`src/sv/bb3_pkg.sv`:
```
package bb3_pkg;

  localparam int unsigned CFG_W     = 11;
  localparam int unsigned PIX_W     = 8;
  localparam int unsigned COORD_W   = 10;
  localparam int unsigned SIDE_MIN  = 3;
  localparam int unsigned SIDE_RST  = 256;

  // 3x3 sum of bytes stays below 2296
  localparam int unsigned SUM_W     = 12;

  // floor(s / 9) == (s * 7282) >> 16 for every s below 2296
  localparam int unsigned RECIP_W   = 13;
  localparam logic [RECIP_W-1:0] DIV9_RECIP = 13'd7282;
  localparam int unsigned DIV9_SHIFT = 16;
  localparam int unsigned PROD_W    = SUM_W + RECIP_W;

  localparam int unsigned Q_DEPTH   = 4;
  localparam int unsigned Q_PTR_W   = $clog2(Q_DEPTH);
  localparam int unsigned Q_CNT_W   = $clog2(Q_DEPTH + 1);

  // one column of the window plus the tags of its center pixel
  typedef struct packed {
    logic [PIX_W-1:0]   top;
    logic [PIX_W-1:0]   mid;
    logic [PIX_W-1:0]   bot;
    logic               emit;
    logic [COORD_W-1:0] cx;
    logic [COORD_W-1:0] cy;
    logic               last;
  } col_entry_t;

endpackage

```
`src/sv/bb3_fifo.sv`:
```
module bb3_fifo (
  input  logic                          clk_i,
  input  logic                          rst_ni,
  input  logic                          push_i,
  input  bb3_pkg::col_entry_t           push_data_i,
  input  logic                          pop_i,
  output logic                          valid_o,
  output bb3_pkg::col_entry_t           data_o,
  output logic [bb3_pkg::Q_CNT_W-1:0]   count_o
);

  bb3_pkg::col_entry_t                mem_q [bb3_pkg::Q_DEPTH];
  logic [bb3_pkg::Q_PTR_W-1:0]        wr_q, rd_q;
  logic [bb3_pkg::Q_CNT_W-1:0]        count_q;

  function automatic logic [bb3_pkg::Q_PTR_W-1:0] ptr_inc(
      input logic [bb3_pkg::Q_PTR_W-1:0] p);
    if (p == bb3_pkg::Q_PTR_W'(bb3_pkg::Q_DEPTH - 1)) begin
      return '0;
    end
    return p + 1'b1;
  endfunction

  always_ff @(posedge clk_i or negedge rst_ni) begin
    if (!rst_ni) begin
      wr_q    <= '0;
      rd_q    <= '0;
      count_q <= '0;
    end else begin
      if (push_i) begin
        wr_q <= ptr_inc(wr_q);
      end
      if (pop_i) begin
        rd_q <= ptr_inc(rd_q);
      end
      unique case ({push_i, pop_i})
        2'b10:   count_q <= count_q + 1'b1;
        2'b01:   count_q <= count_q - 1'b1;
        default: count_q <= count_q;
      endcase
    end
  end

  always_ff @(posedge clk_i) begin
    if (push_i) begin
      mem_q[wr_q] <= push_data_i;
    end
  end

  assign valid_o = (count_q != '0);
  assign data_o  = mem_q[rd_q];
  assign count_o = count_q;

`ifndef NO_ASSERTIONS
  a_no_overflow: assert property (@(posedge clk_i) disable iff (!rst_ni)
    push_i |-> (count_q < bb3_pkg::Q_CNT_W'(bb3_pkg::Q_DEPTH)))
    else $error("queue overflow");

  a_no_underflow: assert property (@(posedge clk_i) disable iff (!rst_ni)
    pop_i |-> (count_q != '0))
    else $error("queue underflow");

  a_count_tracks: assert property (@(posedge clk_i) disable iff (!rst_ni)
    (push_i && !pop_i) |=> (count_q == $past(count_q) + 1'b1))
    else $error("queue count lost a beat");
`endif

endmodule

```
`config.mk`:
```
export PLATFORM = sky130hd
export DESIGN_NAME = bb3_fifo
export DESIGN_NICKNAME = d
export VERILOG_FILES = /design/src/sv/bb3_pkg.sv /design/src/sv/bb3_fifo.sv
export SDC_FILE = /design/constraint.sdc
export NUM_CORES = 1
export LEC_CHECK = 0
export BUFFER_PORTS_ARGS = -buffer_cell sky130_fd_sc_hd__buf_2
export CAP_MARGIN = 15
export CORE_MARGIN = 2
export CORE_UTILIZATION = 45
export DETAILED_ROUTE_END_ITERATION = 6
export PLACE_DENSITY = 0.65
export SLEW_MARGIN = 20
export SYNTH_ARGS = -nofsm -noshare
export SYNTH_HDL_FRONTEND = slang
export SYNTH_SLANG_ARGS = --single-unit
```
`constraint.sdc`:
```
create_clock -name clk_i -period 3.35 [get_ports clk_i]
set_input_delay 0.5025 -clock clk_i [delete_from_list [all_inputs] [get_ports clk_i]]
set_output_delay 0.5025 -clock clk_i [all_outputs]
set_load 0.01 [all_outputs]
```
After elaboration in Yosys (flattened, before gate mapping):

Memories as Yosys holds them, arrays and structs flattened.
Cells that the tools add are included.

* memories kept: 1
* bits in registers: 7
* word-level logic and storage cells: 25
* bits of input ports: 50
* memory bits (writable): 184
* output and inout bits: 50

* reduce and logical (&&, ||, !) cells: 2
* equality and inequality tests: 4
* add/sub/neg operators: 4
* muxes and demuxes: 11

Memory list
* mem_q: depth 4, width 46, rd ports 1, clocked after Yosys merged registers in 0, write ports 1, line bb3_fifo.sv:12 `bb3_pkg::col_entry_t mem_q [bb3_pkg::Q_DEPTH];`

Operator list (count)
* 2-bit 2-to-1 mux: 4
* 2-bit == test (second input constant): 3
* 1-bit 2-to-1 mux: 6
* 3-bit case mux with 2 select lines: 1
* 2-bit by 1-bit adder with 2-bit output (second input constant): 2
* 3-bit by 1-bit adder with 3-bit output (second input constant): 1
* 3-bit nonzero test: 1
* 3-bit by 1-bit subtractor with 3-bit output (second input constant): 1
* 2-bit by 1-bit == test with 1-bit output (second input constant): 1
* 2-bit nonzero test: 1

Logic depth before layout (Yosys ltp):

* word-level depth: 4
* gate-level depth with buffers: 6
* mapped depth without buffers: 6

Least setup slack after synthesis:

OpenSTA, ideal clock, no wires.

* kind: reg2reg
* from: register wr_q[0] (netlist name)
* to: memory mem_q[2][0] (netlist name) (enable)
* stages on the path, launching flop included: 4
* required time: 2942 ps
* clock period less this slack: 2130 ps
* arrival time: 1722 ps
* setup time: 408 ps
* buffers on the path: 0
* path slack: 1220 ps
* cells stage by stage: dfrtp_1 inv_1 ha_1 and2_1

RTL lines
* start, declared: line bb3_fifo.sv:13 `logic [bb3_pkg::Q_PTR_W-1:0] wr_q, rd_q;`
* start signal, assigned: line bb3_fifo.sv:31 `wr_q <= ptr_inc(wr_q);`
* end, declared: line bb3_fifo.sv:12

Straight into the memory's write port.

==> impl_summary.log <==
[metrics] DR vias: about 3100
[metrics] delay of the slowest cell on the worst path: 0.76 ns
[metrics] final non-filler cell total: around 600
[metrics] final number of max-transition violations: 0
[metrics] number of hold violations in the final report: 0
[metrics] start point of the worst hold path: push_data_i[10]
[metrics] CP cell instances: buf_4 -> mux4_2 -> buf_2
[metrics] Critical Path Start Type: flop
[metrics] combined area of all synthesized cells: 7030 sq um
[metrics] Yosys top cell by area: sky130_fd_sc_hd__edfxtp_1
[metrics] count of nets left with antenna violations after detail routing: 0
[metrics] clk sink count: 191
[metrics] vertical extent of the die: around 130 um
[metrics] synthesized area divided by synthesized cell count: 25.7 sq um
[metrics] router iterations before antenna repair: 4
[metrics] total routing usage reported by global routing: 0.151
[metrics] Final setup violation count: 0
[metrics] nets in the synthesized netlist: 331
[metrics] Inst Count DP: 581
[metrics] via count of the first global-routing pass: 3207
[metrics] total I/O pin count: 100
[metrics] starting density of the core: 0.461
[metrics] number of H-tree levels: 4
[metrics] HP Class: input port to flop
[metrics] buffer depth of the longest clock path: 2
[metrics] final antenna diode count: 0
[metrics] number of gates resized after CTS: 0
[metrics] HPWL after DPL: 7190 um
[metrics] Final Cycle Share: 0.803
[metrics] cell with the largest stage delay on the worst path: sky130_fd_sc_hd__dfrtp_2
[metrics] power density normalized to cell area: 834 nW/um^2
[metrics] initial antenna violation count: 0
[metrics] max-capacitance violation count: 0
[metrics] total design power: 0.00699 W
[metrics] Max Clk Rate: 372 MHz
[metrics] Synth Instances: ~270
[metrics] DRC violation count after routing: 0
[metrics] global-route wire length before repair: 18000 um
[metrics] number of warning messages in the yosys log: 0
[metrics] top cell types by occurrence after synthesis: sky130_fd_sc_hd__edfxtp_1 (184), sky130_fd_sc_hd__mux4_2 (46), sky130_fd_sc_hd__dfrtp_1 (7), sky130_fd_sc_hd__ha_1 (6)
[metrics] gp weighted congestion: 0.701
[metrics] cell depth of the worst min-delay path: 1
[metrics] crit path capture type: primary output
[metrics] number of clock buffers inserted by TritonCTS: 17
[metrics] outcome: finished, final reports clean
[metrics] final-stage net count: 447
[metrics] data arrival time at the worst-slack endpoint: roughly 2.2 ns
[metrics] endpoint with the worst hold slack: mem_q[2][10]
[metrics] Worst VDD drop: 499 uV
[metrics] share of final-layout standard cells stronger than drive strength 1: 0.471
[metrics] Crit path required time: 2.85 ns
[metrics] Clk Tree Root Cell: sky130_fd_sc_hd__clkbuf_16
[metrics] maximum net fanout on the critical path: 25
[metrics] worst slack at placement: 1.06 ns
[metrics] Crit Path Category: flop to primary output
[metrics] via count normalized by instance count: 5.03
[metrics] leakage power: 2.88 nW
[metrics] distinct cell type count after synthesis: 18
[metrics] cell types with the largest area share after synthesis: sky130_fd_sc_hd__edfxtp_1 (79%), sky130_fd_sc_hd__mux4_2 (15%), sky130_fd_sc_hd__dfrtp_1 (2.5%)
[metrics] detailed-routing wirelength on met1: approximately 5000 um
[metrics] total met2 wirelength after detailed routing: roughly 5800 um
[metrics] setup TNS: 0 ns
[metrics] final worst slack: roughly 0.66 ns
[metrics] share of the yosys chip area belonging to registers: 0.810
[metrics] largest net degree at the start of global routing: 39
[metrics] area added between synthesis and finish: 19.2%
[metrics] num rows: 45
[metrics] routed wire length: ~12000 um
[metrics] worst r2r src: wr_q[0]
[metrics] grt total ovfl: 0
[metrics] highest routed layer: met4
[metrics] 1st-iter DRT viols: 168
[metrics] buffers plus inverters on the worst setup path: 2
[metrics] FILL cells: 1177
[metrics] synthesis-stage register bit count: roughly 190
[metrics] dominant delay contributor by cell family on the critical path: flip-flops
[metrics] mean routed wirelength per cell: 19.1 um
[metrics] dominant register cell in the synthesized netlist: sky130_fd_sc_hd__edfxtp_1
[metrics] terminus of the critical flop-to-flop path: mem_q[0][45]
[metrics] register clock-pin slew on the reported worst setup and hold paths: about 0.070 ns
[metrics] input/output buffers: 99
[metrics] CTS tree: yes
[metrics] Fin Hold WS: 0.302 ns
[metrics] EDFF count, synth: 184
[metrics] worst reg2reg setup slack: 1.47 ns
[metrics] Met3 Wirelength: about 720 um
[metrics] Die X-Extent: 129 um
[metrics] count of cells along the worst register-to-register path: 4
[metrics] overall die area: 16600 sq um
[metrics] clock period minus final worst setup slack: 2.69 ns
[metrics] RSZ-0062 raised after global routing: no
[metrics] Clock Skew: 0.00856 ns
[metrics] asr flop ratio synth: 0.0366
[metrics] relative max-transition margin: 0.532
[metrics] later-pin clock latency in the skew report: between 0.4 and 0.5 ns
[metrics] most repeated cell in the gate-level netlist after synthesis: sky130_fd_sc_hd__edfxtp_1
[metrics] area of the placeable core: 15300 sq um
[metrics] fraction of synthesized cell area taken by the top area cell type: 0.785
[metrics] Least-Margin Pin Slew: 0.702 ns
[worst max path at each step]
stage / to / slack [ns] / from / cells after the start
after CTS: data_o[6] / 0.60 / rd_q[1] / 3
after floorplan: mem_q[2][0] / 1.22 / wr_q[0] / 3
after detailed placement: data_o[6] / 1.06 / rd_q[1] / 3
after global placement: data_o[6] / 1.10 / rd_q[1] / 3
after global routing: data_o[6] / 0.54 / rd_q[1] / 3
final: data_o[6] / 0.66 / rd_q[1] / 3
[registers in the layout, indices dropped and copies added, names as in the netlist]
signal,cells
mem_q,184
count_o,3
wr_q,2
rd_q,2
[power by group]
part           internal [W]  switching [W]
clock network       0.00101       0.000793
registers           0.00307       0.000197
logic              0.000966       0.000959
total               0.00505        0.00195
[repair_timing]
action / CTS / global route
buffers inserted: 0 / 0
hold buffers: 1 / 0
endpoints found under the hold margin: 7 / 0
[through the flow]
step	instance area, sq um	utilization
3_3_place_gp	7850	0.514
5_1_grt	8390	0.550
2_1_floorplan	7030	-
4_1_cts	8390	0.550
3_5_place_dp	7850	0.514
6_report	8390	0.550
[cells by family after synthesis]
kind of cell / synth area share
flops: 0.810
mux: 0.152
fa+ha+maj: 0.0135
xor+xnor: 0.00374
compound gates: 0.00142
simple gates: 0.00694
buf+inv: 0.0119
[placed cells by master (no fill, tap or decap), types with 3 or more instances in the layout]
master,count
sky130_fd_sc_hd__clkinvlp_4,4
sky130_fd_sc_hd__inv_1,3
sky130_fd_sc_hd__dfrtp_1,5
sky130_fd_sc_hd__and2_2,4
sky130_fd_sc_hd__mux2_2,3
sky130_fd_sc_hd__ha_1,6
sky130_fd_sc_hd__buf_2,99
sky130_fd_sc_hd__edfxtp_1,184
sky130_fd_sc_hd__clkinv_2,7
sky130_fd_sc_hd__mux4_2,46
sky130_fd_sc_hd__clkbuf_16,17
sky130_fd_sc_hd__buf_12,5
[per-layer routing]
layer / track usage / vias up
met5: 0 / -
met1: 0.195 / 1601
met2: 0.240 / 80
met3: 0.0491 / 14
met4: 0.0633 / 0
li1: - / 1395
[final cells by class]
class	instances	area, sq um	share of cell area
Sequential cell	191	5710	0.680
Multi-Input combinational cell	70	1250	0.150
Timing Repair Buffer	107	621	0.0740
Clock buffer	19	433	0.0516
Tap cell	211	264	0.0315
Clock inverter	13	98.8	0.0118
Inverter	3	11.3	0.00134
(Power assumes the default switching activity.)
