==> src/sv/bb3_pkg.sv <==
package bb3_pkg;

  localparam int unsigned CFG_W     = 11;
  localparam int unsigned PIX_W     = 8;
  localparam int unsigned COORD_W   = 10;
  localparam int unsigned SIDE_MIN  = 3;
  localparam int unsigned SIDE_RST  = 256;

  // 3x3 sum of bytes stays below 2296
  localparam int unsigned SUM_W     = 12;

  // floor(s / 9) == (s * 7282) >> 16 for every s below 2296
  localparam int unsigned RECIP_W   = 13;
  localparam logic [RECIP_W-1:0] DIV9_RECIP = 13'd7282;
  localparam int unsigned DIV9_SHIFT = 16;
  localparam int unsigned PROD_W    = SUM_W + RECIP_W;

  localparam int unsigned Q_DEPTH   = 4;
  localparam int unsigned Q_PTR_W   = $clog2(Q_DEPTH);
  localparam int unsigned Q_CNT_W   = $clog2(Q_DEPTH + 1);

  // one column of the window plus the tags of its center pixel
  typedef struct packed {
    logic [PIX_W-1:0]   top;
    logic [PIX_W-1:0]   mid;
    logic [PIX_W-1:0]   bot;
    logic               emit;
    logic [COORD_W-1:0] cx;
    logic [COORD_W-1:0] cy;
    logic               last;
  } col_entry_t;

endpackage

==> src/sv/bb3_back.sv <==
module bb3_back (
  input  logic                            clk_i,
  input  logic                            rst_ni,
  input  logic                            q_valid_i,
  input  bb3_pkg::col_entry_t             q_data_i,
  output logic                            pop_o,
  output logic                            out_valid_o,
  input  logic                            out_ready_i,
  output logic [bb3_pkg::PIX_W-1:0]       blurred_value_o,
  output logic [bb3_pkg::COORD_W-1:0]     center_x_o,
  output logic [bb3_pkg::COORD_W-1:0]     center_y_o,
  output logic                            last_result_o
);

  localparam int unsigned PW = bb3_pkg::PIX_W;
  localparam int unsigned SW = bb3_pkg::SUM_W;

  // two earlier columns: col0 is c-2, col1 is c-1
  logic [PW-1:0] c0_top_q, c0_mid_q, c0_bot_q;
  logic [PW-1:0] c1_top_q, c1_mid_q, c1_bot_q;

  logic                          b_valid_q;
  logic [SW-1:0]                 b_sum_q;
  logic [bb3_pkg::COORD_W-1:0]   b_cx_q, b_cy_q;
  logic                          b_last_q;

  logic                          out_valid_q;
  logic [PW-1:0]                 out_val_q;
  logic [bb3_pkg::COORD_W-1:0]   out_cx_q, out_cy_q;
  logic                          out_last_q;

  logic [SW-1:0]                 win_sum;
  logic [bb3_pkg::PROD_W-1:0]    prod;
  logic                          b_adv, b_take, pop, load_b;

  assign b_adv  = b_valid_q && (!out_valid_q || out_ready_i);
  assign b_take = !b_valid_q || b_adv;
  // non-interior columns only feed the window and never wait
  assign pop    = q_valid_i && (!q_data_i.emit || b_take);
  assign load_b = pop && q_data_i.emit;
  assign pop_o  = pop;

  assign win_sum = SW'(c0_top_q) + SW'(c0_mid_q) + SW'(c0_bot_q)
                 + SW'(c1_top_q) + SW'(c1_mid_q) + SW'(c1_bot_q)
                 + SW'(q_data_i.top) + SW'(q_data_i.mid) + SW'(q_data_i.bot);

  assign prod = bb3_pkg::PROD_W'(b_sum_q) * bb3_pkg::PROD_W'(bb3_pkg::DIV9_RECIP);

  always_ff @(posedge clk_i or negedge rst_ni) begin
    if (!rst_ni) begin
      b_valid_q   <= 1'b0;
      out_valid_q <= 1'b0;
    end else begin
      if (load_b) begin
        b_valid_q <= 1'b1;
      end else if (b_adv) begin
        b_valid_q <= 1'b0;
      end
      if (b_adv) begin
        out_valid_q <= 1'b1;
      end else if (out_ready_i) begin
        out_valid_q <= 1'b0;
      end
    end
  end

  always_ff @(posedge clk_i) begin
    if (pop) begin
      c0_top_q <= c1_top_q;
      c0_mid_q <= c1_mid_q;
      c0_bot_q <= c1_bot_q;
      c1_top_q <= q_data_i.top;
      c1_mid_q <= q_data_i.mid;
      c1_bot_q <= q_data_i.bot;
    end
    if (load_b) begin
      b_sum_q  <= win_sum;
      b_cx_q   <= q_data_i.cx;
      b_cy_q   <= q_data_i.cy;
      b_last_q <= q_data_i.last;
    end
    if (b_adv) begin
      out_val_q  <= prod[bb3_pkg::DIV9_SHIFT +: PW];
      out_cx_q   <= b_cx_q;
      out_cy_q   <= b_cy_q;
      out_last_q <= b_last_q;
    end
  end

  assign out_valid_o     = out_valid_q;
  assign blurred_value_o = out_val_q;
  assign center_x_o      = out_cx_q;
  assign center_y_o      = out_cy_q;
  assign last_result_o   = out_last_q;

`ifndef NO_ASSERTIONS
  a_sum_hold: assert property (@(posedge clk_i) disable iff (!rst_ni)
    (b_valid_q && !b_adv) |=> (b_valid_q && $stable(b_sum_q)))
    else $error("sum stage overwritten while stalled");

  a_sum_range: assert property (@(posedge clk_i) disable iff (!rst_ni)
    b_valid_q |-> (b_sum_q <= SW'(9 * 255)))
    else $error("window sum out of range");

  a_pop_valid: assert property (@(posedge clk_i) disable iff (!rst_ni)
    pop |-> q_valid_i)
    else $error("pop from empty queue");
`endif

endmodule

==> config.mk <==
export PLATFORM = sky130hd
export DESIGN_NAME = bb3_back
export DESIGN_NICKNAME = d
export VERILOG_FILES = /design/src/sv/bb3_pkg.sv /design/src/sv/bb3_back.sv
export SDC_FILE = /design/constraint.sdc
export NUM_CORES = 1
export LEC_CHECK = 0
export BUFFER_PORTS_ARGS = -buffer_cell sky130_fd_sc_hd__buf_2
export CAP_MARGIN = 25
export CORE_MARGIN = 3
export CORE_UTILIZATION = 59
export CTS_CLUSTER_SIZE = 12
export DETAILED_ROUTE_END_ITERATION = 6
export HOLD_SLACK_MARGIN = 0.15
export PLACE_DENSITY = 0.8
export SLEW_MARGIN = 10
export SYNTH_ARGS = -nofsm -noshare
export SYNTH_HDL_FRONTEND = slang
export SYNTH_SLANG_ARGS = --single-unit
==> constraint.sdc <==
create_clock -name clk_i -period 6.41 [get_ports clk_i]
set_input_delay 0.641 -clock clk_i [delete_from_list [all_inputs] [get_ports clk_i]]
set_output_delay 0.641 -clock clk_i [all_outputs]
set_load 0.02 [all_outputs]
# ---- Yosys cells after proc, flatten, opt, wreduce, memory -nomap -nowiden
# Cells that the tools add are included.
dict set report totals {
  regBits 112
  in_bits 50
}
dict set report op_classes {
  muxes 4
  n_addsub 8
  mul 1
  reduce_logical 11
}
# op count
set ops {}
lappend ops {{12-bit by 8-bit adder with 12-bit output} 4}
lappend ops {{12-bit by 12-bit multiplier with 23-bit output (second input constant)} 1}
lappend ops {{11-bit by 8-bit adder with 12-bit output} 1}
lappend ops {{10-bit by 8-bit adder with 11-bit output} 1}
lappend ops {{9-bit by 8-bit adder with 10-bit output} 1}
lappend ops {{8-bit by 8-bit adder with 9-bit output} 1}
lappend ops {{1-bit 2-to-1 mux} 4}
lappend ops {{2-bit nonzero test} 2}
lappend ops {{1-bit logical AND} 3}
lappend ops {{1-bit zero test} 3}
lappend ops {{1-bit logical OR} 3}

# ---- Longest topological paths before layout
# Gate-level depths: netlist of the first run.
dict set report logic_depth {
  ltp_word 8
  ltp_mapped 18
  depth_no_buf 18
}

# ---- Least setup slack after synthesis of the first run
# No wires, ideal clock.
dict set report synth_timing {
  path_type {in2reg}
  startpoint {input port q_data_i[21] in the netlist's numbering}
  endpoint {register b_cx_q[0] in the netlist's numbering (enable)}
  required_ns 6.016
  setup_slack_ns 1.248
  setup_ns 0.394
  path_stages 2
  arrival_ns 4.768
  path_cell_list {a31oi_1 > and2_1}
}
dict set report synth_via {
  elab_chain_len 4
}
# item line
set synth_lines {}
lappend synth_lines {{start, declared} bb3_back.sv:5} ;# input bb3_pkg::col_entry_t q_data_i,
lappend synth_lines {{1-bit zero test} bb3_back.sv:39} ;# assign pop = q_valid_i && (!q_data_i.emit || b_take);
lappend synth_lines {{1-bit logical OR} bb3_back.sv:39}
lappend synth_lines {{1-bit logical AND} bb3_back.sv:39}
lappend synth_lines {{1-bit logical AND (*)} bb3_back.sv:40} ;# assign load_b = pop && q_data_i.emit;
lappend synth_lines {{via load_b} bb3_back.sv:34} ;# logic b_adv, b_take, pop, load_b;
lappend synth_lines {{end signal, assigned} bb3_back.sv:78} ;# b_cx_q <= q_data_i.cx;
lappend synth_lines {{end, declared} bb3_back.sv:24} ;# logic [bb3_pkg::COORD_W-1:0] b_cx_q, b_cy_q;
# Mark *: on every way through the listed nets, which the timed path passes. The rest lies on a longest branch.
# A chain may end at the register's enable or synchronous reset.

# ---- Worst setup path after layout of the first run
dict set report layout_timing {
  startpoint {register b_sum_q[3]}
  endpoint {register out_val_q[6] (netlist: blurred_value_o[6]) (data pin)}
}
dict set report layout_via {
  elab_chain_len 1
}
# item line
set layout_lines {}
lappend layout_lines {{start, declared} bb3_back.sv:23} ;# logic [SW-1:0] b_sum_q;
lappend layout_lines {{start signal, assigned} bb3_back.sv:77} ;# b_sum_q <= win_sum;
lappend layout_lines {{12-bit by 12-bit multiplier with 23-bit output} bb3_back.sv:47} ;# assign prod = bb3_pkg::PROD_W'(b_sum_q) * bb3_pkg::PROD_W'(bb3_pkg::DIV9_RECIP);
lappend layout_lines {{via prod (one bit)} bb3_back.sv:33} ;# logic [bb3_pkg::PROD_W-1:0] prod;
lappend layout_lines {{end signal, assigned} bb3_back.sv:83} ;# out_val_q <= prod[bb3_pkg::DIV9_SHIFT +: PW];
lappend layout_lines {{end, declared} bb3_back.sv:28} ;# logic [PW-1:0] out_val_q;
# The timed path passes the listed nets, and every way through them passes these cells.

==> results.cfg, run 1 <==
[status]
status = complete, no violations

[die]
pin_count = 81
row_count = 39
die_w_um = 116
dieArea_mm2 = 0.0134
core_mm2 = 0.0116
initial_core_util_pct = 61.3
die_h_um = 116

[critical_path]
cp.required_ps = 6490
end_kind = flop
start_kind = flop
critPathArrivalTime_ps = 4970
critPathKind = reg2reg
critPathMaxFanout = 4

[finish]
drive_gt1_share_pct = 17.5
nNetsFinal = 808
diodes = 0
layout_commonest_cell = inv_1
area_growth_pct = 13.2
final_cell_mix = 123 x inv_1, 110 x edfxtp_1, 83 x fa_1

[timing]
worst_pin_slew_ps = 597
hold_ws_ps = 419
min_period_ps = 4890
rsz0062_at_grt = no
setup_viol = 0
fin_skew_ps = 9.76
slew_headroom_pct = 60.2
timing.fmax_mhz = 204
setup_tns_ps = 0
hold_violations = 0
finalCritPeriodShare_pct = 76.3
slew_viol_final = 0

[routing]
drt-pass1-iter-count = 4
post-route-drc-count = 0
postRouteAntennaNets = 0
num_vias = 3819
viasPerCell = 5.14
routedWlPerCell_um = 15.1
drt_wl_total_um = 11200
drtIter0Drc = 215

[global_routing]
grt.total_usage_pct = 18.0
grt-ovfl-total = 0
grt_pass1_vias = 4157
grt_max_degree = 51
antenna_found_initial = 0
grt_pass1_wl_um = 18600

[clocking]
h-tree-depth = 3
clk_latency_ps = 350
post_cts_resized = 0
ctsLongestPathBuffers = 2
post_cts_buffers = 0
cts.reportedPaths.clkPinSlew_ps = 80
numCtsBuffers = 9
clockRootBuffer = clkbuf_16
numClockSinks = 112
cts_tree = done

[min_path]
hold_path.class = reg2reg

[placed_design]
place.gp.congestion = 0.943
numPortBuffers = 80
dpl.hpwl_um = 9080

[logic_synthesis]
yosysWarnings = 0
synth.cell_area_mm2 = 0.00712
yosys_register_bits = 112
ys_types = 34
syn_nets = 714
synth_cells = 501
ys_seq_area_share_pct = 47.1
synth.avg_cell_area_um2 = 14.2

[run]
maxCapViolations = 0
[through the flow]
stage / instances / setup WS (ps) / util (%) / cell area, µm²
after floorplan: 501 / 1250 / - / 7120
after global placement: 726 / 1630 / 66.6 / 7730
after detailed placement: 726 / 1500 / 66.6 / 7730
after CTS: 743 / 1530 / 69.4 / 8060
after global routing: 743 / 1300 / 69.4 / 8060
final: 743 / 1520 / 69.4 / 8060
[logic make-up after synthesis]
logic type               share of synthesized area [%]
XOR/XNOR                                          2.09
buffers and inverters                             6.54
AO/OA/AOI/OAI                                     4.32
flip-flops                                        47.1
AND/OR/NAND/NOR                                   2.55
adder cells (fa/ha/maj)                           37.4
[layer usage]
layer	GRT usage (%)	share of wire (%)
met5	0	0
met4	5.49	1.7
met1	21.6	40
met3	3.45	3.7
met2	32.9	54
[final cells by class]
cell class	instances	area (µm²)
multi-input cells	265	3320
repair buffers	84	433
clock inverters	7	91.3
fillers	809	3550
flip-flops and latches	112	3350
well taps	143	179
inverters	123	462
clock buffers	9	225
[path summary, 6_finish.rpt]
kind,startpoint,endpoint,slack (ps),depth (start not counted)
min,b_cx_q[5],center_x_o[5],420,0
max,b_sum_q[3],blurred_value_o[6],1520,18
max reg2reg,b_sum_q[3],blurred_value_o[6],1520,18
min in group asynchronous,rst_ni,out_valid_o,610,2
min reg2reg,b_cx_q[5],center_x_o[5],420,0
max in group asynchronous,rst_ni,b_valid_q,5700,2
[sequential cells by signal, indices dropped and copies added (netlist names)]
name and flops:
b_valid_q 1, out_valid_o 1, c1_mid_q 8, c0_mid_q 8
b_cx_q 10, c1_bot_q 8, b_sum_q 12, b_last_q 1
c1_top_q 8, b_cy_q 10, blurred_value_o 8, center_y_o 10
center_x_o 10, c0_top_q 8, last_result_o 1, c0_bot_q 8
[worst max-delay path, cell delays in order, from the launching register on]
cell and delay (ps):
edfxtp_1 450, inv_1 90, fa_1 490, inv_1 70
ha_1 310, inv_1 70, fa_1 500, inv_1 50
fa_1 490, inv_1 50, fa_1 530, inv_1 40
ha_1 330, a211o_1 310, o211ai_2 140, a21oi_1 60
a311o_2 400, nand3_1 110, a32oi_1 130
[Yosys cell counts, drive strengths merged]
cell	instances	share of area, %
a21oi	17	1.2
o21ai	10	0.70
and4	1	0.12
or2	1	0.088
fa	83	23
nand4	4	0.35
a211o	1	0.12
o41a	1	0.16
nor3	2	0.14
o211ai	3	0.39
inv	123	6.5
nor2b	5	0.44
a211oi	2	0.21
nand3	3	0.21
dfrtp	2	0.70
a21boi	2	0.21
nor2	12	0.63
and2	1	0.088
a21o	4	0.42
nand2	9	0.47
o31ai	1	0.11
a31oi	1	0.088
clkbuf	1	0.053
a32oi	1	0.12
a2111o	1	0.16
o41ai	1	0.12
edfxtp	110	46
xnor2	13	1.6
ha	80	14
xor2	4	0.49
a311o	1	0.16
o21a	1	0.11
[timing repair]
item,4_1_cts,5_1_grt
setup endpoints to repair,0,0
hold buffers,1,0
endpoints found under the hold margin,2,0
Power of run 1 is not shown: default switching activity piles up to over one toggle a cycle in this logic, so the estimate is an artifact.
==> inputs of run 2 (changes only) <==
==> constraint.sdc (replaced) <==
create_clock -name clk_i -period 4.8 [get_ports clk_i]
set_input_delay 0.48 -clock clk_i [delete_from_list [all_inputs] [get_ports clk_i]]
set_output_delay 0.48 -clock clk_i [all_outputs]
set_load 0.02 [all_outputs]
==> run 2 against run 1 <==
Count of clock-buffer cells in the layout unchanged; critical path type unchanged; sequential share of layout area down 0.54 points; first-iteration DRC count down 20%; cell count up 1.2%; worst hold slack worse by 120 ps; die area unchanged; critical path depth down 2; highest routed layer unchanged; via count up 1.9%; non-clock buffer count up 9.
==> results.cfg, run 2 (synthesis gave the netlist of run 1 again) <==
[status]
status = complete, no violations

[routing]
routedWlPerCell_um = 15.3
drtIter0Drc = 173
viasPerCell = 5.18
drt-pass1-iter-count = 6
drt_wl_total_um = 11500
num_vias = 3893
postRouteAntennaNets = 0
post-route-drc-count = 0

[clocking]
h-tree-depth = 3
cts.reportedPaths.clkPinSlew_ps = 80
clk_latency_ps = 350
cts_tree = done
clockRootBuffer = clkbuf_16
numClockSinks = 112
ctsLongestPathBuffers = 2
numCtsBuffers = 9

[finish]
postLayoutCoreUtil_pct = 70.3
drive_gt1_share_pct = 20.7
largest_register_ffs = 12
final_cell_mix = 117 x inv_1, 110 x edfxtp_1, 83 x fa_1
layout_commonest_cell = inv_1
top_register = b_sum_q
regArea_mm2 = 0.00335
area_growth_pct = 14.7
nFillCells = 785
multiInputGateArea_mm2 = 0.00337
nNetsFinal = 817
diodes = 0

[global_routing]
grt.total_usage_pct = 18.4
grt_pass1_vias = 4220
grt_pass1_wl_um = 18800
grt-ovfl-total = 0
grt_max_degree = 50
antenna_found_initial = 0

[placed_design]
dpl.hpwl_um = 9120
place_ws_ps = -2.44
numPortBuffers = 80
place.gp.congestion = 0.875

[timing]
worst_pin_slew_ps = 591
slew_headroom_pct = 60.6
timing.fmax_mhz = 216
setup_viol = 0
finalCritPeriodShare_pct = 96.5
min_period_ps = 4630
rsz0062_at_grt = no
hold_violations = 0
fin_skew_ps = 7.80
setup_ws_ps = 166
setup_tns_ps = 0
slew_viol_final = 0

[critical_path]
end_kind = flop
r2r_start = b_sum_q[8]
reg2reg_to = blurred_value_o[2]
critPathKind = reg2reg
critPathArrivalTime_ps = 4740
ff2ff_path_depth = 16
rrSetupSlack_ps = 170
crit_path_start = b_sum_q[8]
start_kind = flop
crit_end = blurred_value_o[2]
cp.required_ps = 4910
critPathMaxFanout = 4

[min_path]
hold_path.class = in2reg

[die]
core_mm2 = 0.0116
die_w_um = 116
dieArea_mm2 = 0.0134
pin_count = 81
initial_core_util_pct = 61.3
die_h_um = 116
row_count = 39

[run]
maxCapViolations = 0
run 2: worst min path at each step:
| stage | from | to | slack [ps] | cells after the start |
|---|---|---|---|---|
| 6_report | q_data_i[14] | b_cx_q[3] | 300 | 1 |
| 5_1_grt | q_data_i[9] | b_cy_q[8] | 290 | 1 |
| 4_1_cts | q_data_i[20] | b_cx_q[9] | 290 | 1 |
| 2_1_floorplan | rst_ni | b_valid_q | 180 | 0 |
| 3_3_place_gp | rst_ni | out_valid_o | 260 | 1 |
| 3_5_place_dp | rst_ni | out_valid_o | 270 | 1 |
run 2: critical path, cell delays in order, from the launching register on:
cell and delay (ps):
edfxtp_1 450, fa_1 540, ha_4 310, inv_2 40, fa_1 520, inv_1 50, fa_1 490, inv_2 40
fa_1 490, inv_2 50, ha_4 220, a211o_1 310, o211ai_2 180, a21oi_2 50, a311o_2 430, a21oi_2 140
xnor2_1 80
run 2: stage by stage:
step / hold slack (ps) / instance area, µm² / std cells
finish: 301 / 8170 / 752
global route: 292 / 8170 / 752
CTS: 292 / 8110 / 750
detailed placement: 266 / 7780 / 732
global placement: 264 / 7780 / 732
floorplan: 184 / 7130 / 501
run 2: final cells by class:
type,count,share of cell area [%]
inverter,123,5.65
multi-input combinational,265,41.3
clock inverter,7,0.934
tap,143,2.19
timing repair buffer,93,6.13
sequential,112,41.1
clock buffer,9,2.76
run 2: timing repair:
| action | in CTS | in global routing |
|---|---|---|
| hold buffers | 1 | 0 |
| endpoints found under the setup margin | 2 | 6 |
| endpoints found under the hold margin | 2 | 0 |
| gates resized for setup | 1 | 11 |
| setup buffers | 1 | 2 |
| pin swaps | 0 | 12 |
run 2: layer usage:
| layer | GRT usage [%] | wire [µm] | vias up |
|---|---|---|---|
| li1 | - | - | 1874 |
| met1 | 21.5 | 4570 | 1912 |
| met2 | 34.1 | 6260 | 84 |
| met3 | 3.66 | 432 | 23 |
| met4 | 5.72 | 255 | 0 |
| met5 | 0 | 0 | - |
Power of run 2 is left out for the same reason.
==> inputs of run 3 (changes only) <==
--- a/config.mk
+++ b/config.mk
@@ -13,6 +13,7 @@
 export DETAILED_ROUTE_END_ITERATION = 6
 export HOLD_SLACK_MARGIN = 0.15
 export PLACE_DENSITY = 0.8
+export RECOVER_POWER = 50
 export SLEW_MARGIN = 10
 export SYNTH_ARGS = -nofsm -noshare
 export SYNTH_HDL_FRONTEND = slang
==> run 3 against run 2 <==
Count of clock-buffer cells in the layout did not move; clock skew about the same; first-iteration DRC count up 4.6%; non-clock buffer count is the same; routed wire length increased by 0.43%; flip-flop and latch count unchanged; critical endpoint unchanged.
==> results.cfg, run 3 (synthesis gave the netlist of run 1 again) <==
[status]
status = complete, no violations

[critical_path]
start_kind = flop
critPathArrivalTime_ps = 4740
reg2reg_to = blurred_value_o[2]
critPathMaxFanout = 4
critPathKind = reg2reg
r2r_start = b_sum_q[8]
end_kind = flop
ff2ff_path_depth = 16
cp.required_ps = 4910
rrSetupSlack_ps = 170
crit_path_start = b_sum_q[8]

[timing]
timing.fmax_mhz = 216
slew_viol_final = 0
min_period_ps = 4630
worst_pin_slew_ps = 1460
hold_violations = 0
slew_headroom_pct = 2.51
fin_skew_ps = 8.24
setup_viol = 0
finalCritPeriodShare_pct = 96.6
rsz0062_at_grt = no

[clocking]
clk_latency_ps = 350
clockRootBuffer = clkbuf_16
numClockSinks = 112
cts.reportedPaths.clkPinSlew_ps = 80
numCtsBuffers = 9
ctsLongestPathBuffers = 2
h-tree-depth = 3
cts_tree = done

[routing]
drtIter0Drc = 181
drt_wl_total_um = 11600
routedWlPerCell_um = 15.4
post-route-drc-count = 0
met3_length_um = 447
num_vias = 3905
route.met2.wl_um = 6280
drt-pass1-iter-count = 6
top_layer = met4
wl_met1_um = 4590
viasPerCell = 5.19
postRouteAntennaNets = 0

[die]
dieArea_mm2 = 0.0134
pin_count = 81
die_h_um = 116
row_count = 39
core_mm2 = 0.0116
die_w_um = 116
initial_core_util_pct = 61.3

[min_path]
hold_path.class = in2reg
hp-start = q_data_i[14]
hold_depth = 1
hold_end = b_cx_q[3]

[finish]
final_cell_mix = 117 x inv_1, 110 x edfxtp_1, 83 x fa_1
area_growth_pct = 13.8
drive_gt1_share_pct = 12.8
diodes = 0
largest_register_ffs = 12
layout_commonest_cell = inv_1
top_register = b_sum_q
fin_area_mm2 = 0.00811
nNetsFinal = 817

[placed_design]
dpl.hpwl_um = 9120
numPortBuffers = 80
place_area_mm2 = 0.00778
place.gp.congestion = 0.875

[global_routing]
grt_pass1_vias = 4220
grt_max_degree = 50
grt.total_usage_pct = 18.4
grt-ovfl-total = 0
grt_pass1_wl_um = 18800
antenna_found_initial = 0

[run]
maxCapViolations = 0
==> run 3: worst max path at each step <==
stage / cells past startpoint / end
after floorplan: 16 / blurred_value_o[2]
after global placement: 18 / blurred_value_o[2]
after detailed placement: 18 / blurred_value_o[6]
after CTS: 18 / blurred_value_o[6]
after global routing: 16 / blurred_value_o[5]
final: 16 / blurred_value_o[2]
==> run 3: per-layer routing <==
metal | up-vias | GRT usage [%]
met5 | - | 0
met2 | 84 | 34.1
met1 | 1921 | 21.5
li1 | 1877 | -
met3 | 23 | 3.66
met4 | 0 | 5.72
==> run 3: repair_timing <==
action                                 CTS  global route
setup endpoints to repair                2             6
hold buffers                             1             0
endpoints found under the hold margin    2             0
pin swaps                                0            12
buffers inserted                         1             2
resized for setup                        1            11
==> run 3: layout make-up <==
cell class	count	area (µm²)
Multi-Input combinational cell	265	3370
Timing Repair Buffer	93	438
Sequential cell	112	3350
Inverter	123	462
Clock buffer	9	225
Tap cell	143	179
Fill cell	811	3510
Clock inverter	7	76.3
==> run 3: per-stage QoR <==
stage          hold WS [ps]  util, %  instances  setup WS [ps]  TNS, ps
2_1_floorplan           184        -        501            181        0
3_3_place_gp            264     67.0        732            106        0
3_5_place_dp            266     67.0        732          -2.44    -3.53
4_1_cts                 292     69.8        750           58.9        0
5_1_grt                 292     69.8        752           1.42        0
6_report                300     69.8        752            165        0
==> run 3: critical path: stages, from the launching register on <==
cell,delay [ps]
edfxtp_1,450
fa_1,540
ha_4,310
inv_2,40
fa_1,520
inv_1,50
fa_1,490
inv_2,40
fa_1,490
inv_2,50
ha_4,220
a211o_1,310
o211ai_2,180
a21oi_2,50
a311o_2,430
a21oi_2,140
xnor2_1,80
Power of run 3 is left out for the same reason.
